**src/design/pgw_pkg.sv**
```systemverilog
package pgw_pkg;

  localparam int GRID_DIM  = 32;
  localparam int MAX_STEPS = 255;
  localparam int HEADINGS  = 4;

  localparam int POS_W     = 5;
  localparam int CNT_W     = 8;
  localparam int HEAD_W    = 2;
  localparam int GRID_CELLS = GRID_DIM * GRID_DIM;
  localparam int ADDR_W    = $clog2(GRID_CELLS);

  typedef enum logic [2:0] {
    OP_PEN_UP   = 3'd0,
    OP_PEN_DOWN = 3'd1,
    OP_TURN_R   = 3'd2,
    OP_TURN_L   = 3'd3,
    OP_MOVE     = 3'd4,
    OP_READ     = 3'd5
  } pgw_op_e;

  localparam logic [HEAD_W-1:0] HD_EAST  = 2'd0;
  localparam logic [HEAD_W-1:0] HD_SOUTH = 2'd1;
  localparam logic [HEAD_W-1:0] HD_WEST  = 2'd2;
  localparam logic [HEAD_W-1:0] HD_NORTH = 2'd3;

  typedef enum logic [2:0] {
    ST_CLEAR,
    ST_IDLE,
    ST_MOVE,
    ST_READ,
    ST_DONE
  } pgw_state_e;

  typedef struct packed {
    logic [2:0]       operation;
    logic [CNT_W-1:0] move_count;
    logic [POS_W-1:0] cell_row;
    logic [POS_W-1:0] cell_col;
  } pgw_in_t;

  typedef struct packed {
    logic [POS_W-1:0]  pos_row;
    logic [POS_W-1:0]  pos_col;
    logic [HEAD_W-1:0] heading;
    logic              pen_is_down;
    logic              cell_value;
    logic              hit_edge;
  } pgw_out_t;

  typedef struct packed {
    logic              we;
    logic [ADDR_W-1:0] waddr;
    logic              wdata;
    logic              re;
    logic [ADDR_W-1:0] raddr;
  } pgw_mem_req_t;

  function automatic logic [ADDR_W-1:0] cell_addr(input logic [POS_W-1:0] row,
                                                  input logic [POS_W-1:0] col);
    cell_addr = ADDR_W'(int'(row) * GRID_DIM + int'(col));
  endfunction

endpackage

```
**src/design/pgw_grid_ram.sv**
```systemverilog
module pgw_grid_ram import pgw_pkg::*; (
  input  logic         clk,
  input  pgw_mem_req_t mem_req,
  output logic         rd_data
);

  logic mem [GRID_CELLS];
  logic rd_data_r;

  always_ff @(posedge clk) begin
    if (mem_req.we) begin
      mem[mem_req.waddr] <= mem_req.wdata;
    end
    if (mem_req.re) begin
      rd_data_r <= mem[mem_req.raddr];
    end
  end

  assign rd_data = rd_data_r;

endmodule

```
**src/design/pgw_walker.sv**
```systemverilog
module pgw_walker import pgw_pkg::*; (
  input  logic         clk,
  input  logic         rst_n,
  input  logic         in_valid,
  output logic         in_ready,
  input  pgw_in_t      in_data,
  output logic         res_valid,
  input  logic         res_ready,
  output pgw_out_t     res_data,
  output pgw_mem_req_t mem_req,
  input  logic         rd_data
);

  pgw_state_e        state_r, state_nxt;
  logic [POS_W-1:0]  row_r, row_nxt;
  logic [POS_W-1:0]  col_r, col_nxt;
  logic [HEAD_W-1:0] head_r, head_nxt;
  logic              pen_r, pen_nxt;
  logic [CNT_W-1:0]  cnt_r, cnt_nxt;
  logic              cell_r, cell_nxt;
  logic              edge_r, edge_nxt;
  logic              rd_ok_r, rd_ok_nxt;
  logic [ADDR_W-1:0] clr_r, clr_nxt;
  logic [CNT_W-1:0]  steps;
  logic              blocked;

  always_ff @(posedge clk) begin
    if (!rst_n) begin
      state_r <= ST_CLEAR;
      row_r   <= '0;
      col_r   <= '0;
      head_r  <= HD_EAST;
      pen_r   <= 1'b0;
      clr_r   <= '0;
    end else begin
      state_r <= state_nxt;
      row_r   <= row_nxt;
      col_r   <= col_nxt;
      head_r  <= head_nxt;
      pen_r   <= pen_nxt;
      clr_r   <= clr_nxt;
    end
  end

  always_ff @(posedge clk) begin
    cnt_r   <= cnt_nxt;
    cell_r  <= cell_nxt;
    edge_r  <= edge_nxt;
    rd_ok_r <= rd_ok_nxt;
  end

  // clip before the step counter loads
  always_comb begin
    if (int'(in_data.move_count) > MAX_STEPS) begin
      steps = CNT_W'(MAX_STEPS);
    end else begin
      steps = in_data.move_count;
    end
  end

  always_comb begin
    case (head_r)
      HD_EAST:  blocked = (int'(col_r) + 1 >= GRID_DIM);
      HD_SOUTH: blocked = (int'(row_r) + 1 >= GRID_DIM);
      HD_WEST:  blocked = (col_r == '0);
      default:  blocked = (row_r == '0);
    endcase
  end

  always_comb begin
    state_nxt = state_r;
    row_nxt   = row_r;
    col_nxt   = col_r;
    head_nxt  = head_r;
    pen_nxt   = pen_r;
    cnt_nxt   = cnt_r;
    cell_nxt  = cell_r;
    edge_nxt  = edge_r;
    rd_ok_nxt = rd_ok_r;
    clr_nxt   = clr_r;
    mem_req   = '0;
    in_ready  = 1'b0;
    res_valid = 1'b0;

    case (state_r)
      ST_CLEAR: begin
        mem_req.we    = 1'b1;
        mem_req.waddr = clr_r;
        mem_req.wdata = 1'b0;
        clr_nxt       = clr_r + 1'b1;
        if (clr_r == ADDR_W'(GRID_CELLS - 1)) begin
          state_nxt = ST_IDLE;
        end
      end
      ST_IDLE: begin
        in_ready = 1'b1;
        if (in_valid) begin
          cell_nxt  = 1'b0;
          edge_nxt  = 1'b0;
          state_nxt = ST_DONE;
          case (in_data.operation)
            OP_PEN_UP:   pen_nxt  = 1'b0;
            OP_PEN_DOWN: pen_nxt  = 1'b1;
            OP_TURN_R:   head_nxt = HEAD_W'((int'(head_r) + 1) % HEADINGS);
            OP_TURN_L:   head_nxt = HEAD_W'((int'(head_r) + HEADINGS - 1) % HEADINGS);
            OP_MOVE: begin
              if (steps != '0) begin
                cnt_nxt   = steps;
                state_nxt = ST_MOVE;
              end
            end
            OP_READ: begin
              mem_req.re    = 1'b1;
              mem_req.raddr = cell_addr(in_data.cell_row, in_data.cell_col);
              rd_ok_nxt     = (int'(in_data.cell_row) < GRID_DIM) &&
                              (int'(in_data.cell_col) < GRID_DIM);
              state_nxt     = ST_READ;
            end
            default: ;
          endcase
        end
      end
      ST_MOVE: begin
        // mark the cell we stand on if the pen is down, then step, or stop at the border or after the last step
        mem_req.we    = pen_r;
        mem_req.waddr = cell_addr(row_r, col_r);
        mem_req.wdata = 1'b1;
        cnt_nxt       = cnt_r - 1'b1;
        if (blocked) begin
          edge_nxt  = 1'b1;
          state_nxt = ST_DONE;
        end else begin
          case (head_r)
            HD_EAST:  col_nxt = col_r + 1'b1;
            HD_SOUTH: row_nxt = row_r + 1'b1;
            HD_WEST:  col_nxt = col_r - 1'b1;
            default:  row_nxt = row_r - 1'b1;
          endcase
          if (cnt_r == CNT_W'(1)) begin
            state_nxt = ST_DONE;
          end
        end
      end
      ST_READ: begin
        cell_nxt  = rd_ok_r & rd_data;
        state_nxt = ST_DONE;
      end
      ST_DONE: begin
        res_valid = 1'b1;
        if (res_ready) begin
          state_nxt = ST_IDLE;
        end
      end
      default: state_nxt = ST_IDLE;
    endcase
  end

  assign res_data.pos_row     = row_r;
  assign res_data.pos_col     = col_r;
  assign res_data.heading     = head_r;
  assign res_data.pen_is_down = pen_r;
  assign res_data.cell_value  = cell_r;
  assign res_data.hit_edge    = edge_r;

endmodule

```
**src/design/pen_plotter_grid_walker.sv**
```systemverilog
// Sequence: pen and turn words go from idle to the done state, a read via the read
// state, a move via one move state per step (the walker writes a cell while pen down).
// Flow: one word at a time; next word accepted the cycle after the result leaves
// the walker, while the output register may still be holding the previous result.
// Reset: synchronous, active low; then a clearing pass sweeps all 1024 grid RAM cells
// one cell a cycle, with in_ready low until it ends.
module pen_plotter_grid_walker import pgw_pkg::*; (
  input  logic     clk,
  input  logic     rst_n,
  input  logic     in_valid,
  output logic     in_ready,
  input  pgw_in_t  in_data,
  output logic     out_valid,
  input  logic     out_ready,
  output pgw_out_t out_data
);

  pgw_mem_req_t mem_req;
  logic         rd_data;
  logic         res_valid;
  logic         res_ready;
  pgw_out_t     res_data;

  logic         out_valid_r;
  pgw_out_t     out_data_r;

  // grid store: one bit per cell, single write and read port
  pgw_grid_ram u_ram (
    .clk     (clk),
    .mem_req (mem_req),
    .rd_data (rd_data)
  );

  // command sequencer: pen state, heading, position and step counter
  pgw_walker u_walker (
    .clk       (clk),
    .rst_n     (rst_n),
    .in_valid  (in_valid),
    .in_ready  (in_ready),
    .in_data   (in_data),
    .res_valid (res_valid),
    .res_ready (res_ready),
    .res_data  (res_data),
    .mem_req   (mem_req),
    .rd_data   (rd_data)
  );

  // output register: the slot frees when empty or drained this cycle
  assign res_ready = !out_valid_r || out_ready;

  always_ff @(posedge clk) begin
    if (!rst_n) begin
      out_valid_r <= 1'b0;
    end else if (res_ready) begin
      out_valid_r <= res_valid;
    end
  end

  always_ff @(posedge clk) begin
    if (res_valid && res_ready) begin
      out_data_r <= res_data;
    end
  end

  assign out_valid = out_valid_r;
  assign out_data  = out_data_r;

endmodule
```
**config.mk**
```make
export PLATFORM = sky130hd
export DESIGN_NAME = pen_plotter_grid_walker
export DESIGN_NICKNAME = d
export VERILOG_FILES = /design/src/design/pgw_pkg.sv /design/src/design/pgw_grid_ram.sv /design/src/design/pgw_walker.sv /design/src/design/pen_plotter_grid_walker.sv
export SDC_FILE = /design/constraint.sdc
export NUM_CORES = 2
export LEC_CHECK = 0
export ABC_CLOCK_PERIOD_IN_PS = 13500
export BUFFER_PORTS_ARGS = -buffer_cell sky130_fd_sc_hd__buf_2
export CORE_ASPECT_RATIO = 0.6
export CORE_MARGIN = 2
export CORE_UTILIZATION = 41
export DETAILED_ROUTE_END_ITERATION = 8
export GPL_TIMING_DRIVEN = 0
export SYNTH_ARGS = -nofsm -noshare
export SYNTH_HDL_FRONTEND = slang
export SYNTH_SLANG_ARGS = --single-unit
```
**constraint.sdc**
```tcl
create_clock -name clk -period 13.5 [get_ports clk]
set_clock_uncertainty 0.15 [all_clocks]
set_input_delay 3.375 -clock clk [delete_from_list [all_inputs] [get_ports clk]]
set_output_delay 3.375 -clock clk [all_outputs]
set_load 0.03 [all_outputs]
```
==> results.json <==
{
  "drv_slew": 154,
  "overflow": 0,
  "synth_fp_nets": 3746,
  "clock_latency_ns": 0.77,
  "synth_cells": 3706,
  "p_total_uw": 7150,
  "relSlewSlack": -0.136,
  "end_kind": "flip-flop",
  "grt_usage": 0.335,
  "synth_cell_type_count": 85,
  "fmax_mhz": 111,
  "period_share": 0.670,
  "antenna_found_initial": 14,
  "avgSynthCellArea_um2": 12.8,
  "grt_pass1_wl_um": 269000,
  "yosysWarningCount": 0,
  "worstHoldPathType": "reg -> reg",
  "critPathKind": "in -> reg",
  "vias": 36300,
  "path_clk_slew_ns": 0.07,
  "cp.arrival_ns": 9.48,
  "setup_viol": 0,
  "synth-edff-count": 1050,
  "area_growth_pct": 12.2,
  "crit_slowest_cell": "clkbuf_1",
  "setup_ws_ns": 4.46,
  "post_cts_buffers": 0,
  "clock_path_buffers": 3,
  "ys_top_cells_by_area": "edfxtp_1, nor2_1, mux4_2",
  "seq_area_frac_synth": 0.676,
  "routed_via_density": 6.61,
  "io_buffers": 35,
  "cts.sinks": 1077,
  "place_ws_ns": 4.61,
  "wl_per_cell_um": 36.8,
  "grt_max_degree": 70,
  "critPathRequiredTime_ns": 13.94,
  "cts_tree": "built",
  "die_width_um": 443,
  "dr.pass1.iters": 9,
  "ys_ff_latch": 1077,
  "drcViolationCount": 0,
  "p_leak_uw": 0.0138,
  "yosys-top-cells-count": "nor2_1, edfxtp_1, clkbuf_1",
  "cts_buffers": 97,
  "rsz0062_at_grt": "no",
  "yosysMostFrequentCell": "nor2_1",
  "num_rows": 96,
  "peakVddDrop_mv": 0.102,
  "violations": "capacitance limit, slew limit",
  "stdcell_area_um2": 53300,
  "synthArstFlopShare": 0,
  "initialDrtViolationCount": 7856,
  "cts_root_buf": "clkbuf_16",
  "die_h_um": 268,
  "place_area_um2": 50200,
  "powerDensity_nw_per_um2": 134,
  "drive_above_1_share": 0.129,
  "critPathLaunchType": "primary input",
  "placedCellCount": 5292,
  "cap_violations": 19,
  "crit_path_cell_trace": "buf_6 -> nand2b_1 -> or3_1 -> buf_2 -> clkbuf_1 -> clkbuf_1 -> o22ai_1 -> o21ai_0 -> nand3_1 -> o21ai_0 -> a31oi_1 -> o22ai_1",
  "hold_viol_final": 0,
  "period_minus_slack_ns": 9.04,
  "htree_levels": 3,
  "design.core.area_um2": 115000,
  "ios": 42,
  "dp_hpwl_um": 138000,
  "yosysTopAreaCell": "edfxtp_1",
  "worstPathMaxFanout": 10,
  "max_stage_delay_ns": 1.15,
  "hold_buffers": 0,
  "route.final.wire_length_um": 202000,
  "grt_pass1_vias": 32300,
  "finish.utilization": 0.465,
  "tightest_slew_ns": 1.70,
  "status": "complete, but fails checks",
  "ctsResizeCount": 0,
  "globalplace.congestion": 1.04,
  "layout.cells.non_filler": 5487,
  "yosysTopAreaCellShare": 0.664,
  "yosys_most_used_dff": "edfxtp_1",
  "ant_nets": 0,
  "synth_area_um2": 47500,
  "fin_nets": 3913,
  "initial_core_util": 0.414,
  "dieArea_um2": 119000
}
-- layout by cell type (no fill, tap or decap), types with 73 or more instances in the layout --
master,instances
clkbuf_1,240
clkbuf_16,98
buf_2,99
o21ai_0,84
edfxtp_1,1050
nor2_1,1106
mux2_2,75
mux2i_1,73
nand2_1,170
mux4_2,99
o22ai_1,142
-- final cells by class --
class / instances / area [µm²]
antenna: 11 / 27.5
buffer: 333 / 1510
clock buffer: 124 / 2550
clock inverter: 59 / 489
fill: 10400 / 61300
inverter: 25 / 97.6
multi-input combinational: 2271 / 13900
sequential: 1077 / 32100
tap: 1519 / 1900
timing repair buffer: 68 / 752
-- where the power goes --
part           switching [µW]  internal [µW]  leakage, µW
Sequential               14.9           3650      0.00778
Clock                    1350           1480      0.00149
Combinational             545            118      0.00453
-- per-layer routing --
| metal | GRT usage | wire length (µm) |
|---|---|---|
| met1 | 0.482 | 79600 |
| met2 | 0.414 | 73900 |
| met3 | 0.188 | 40800 |
| met4 | 0.108 | 7290 |
| met5 | 0.0204 | 461 |
-- worst max-delay path: cells and delay by family --
family | cells | cell delay (ns)
buffers and inverters | 4 | 2.68
AND/OR/NAND/NOR | 3 | 1.51
AO/OA/AOI/OAI | 5 | 1.83
-- registers in the layout, summed over array words and instances, names as in the netlist --
register	count
out_valid	1
u_walker.edge_r	1
u_walker.cell_r	1
u_walker.head_r	2
u_walker.cnt_r	8
u_walker.pen_r	1
u_walker.clr_r	10
out_data	15
u_ram.rd_data	1
u_walker.col_r	5
u_walker.state_r	3
u_ram.mem	1024
u_walker.row_r	5
-- through the flow --
stage,TNS [ns],hold WS (ns)
2_1_floorplan,0,0.250
3_3_place_gp,-3851.28,0.268
3_5_place_dp,0,0.267
4_1_cts,0,0.289
5_1_grt,0,0.300
6_report,0,0.286
-- cell families after synthesis --
kind of cell,share of synthesized area
adder cells (fa/ha/maj),0.00427
AO/OA/AOI/OAI,0.0722
multiplexers,0.0804
AND/OR/NAND/NOR,0.129
buffers and inverters,0.0337
XOR/XNOR,0.00443
flip-flops,0.676
-- final timing paths --
| path | slack [ns] | depth (start not counted) | from | end |
|---|---|---|---|---|
| worst max register to register | 7.37 | 12 | u_walker.state_r[2] | u_ram.rd_data |
| worst min register to register | 0.29 | 0 | u_walker.edge_r | out_data[0] |
| worst max-delay path | 4.46 | 12 | in_data[1] | u_ram.rd_data |
| worst min-delay path | 0.29 | 0 | u_walker.edge_r | out_data[0] |
(Power assumes the default switching activity.)
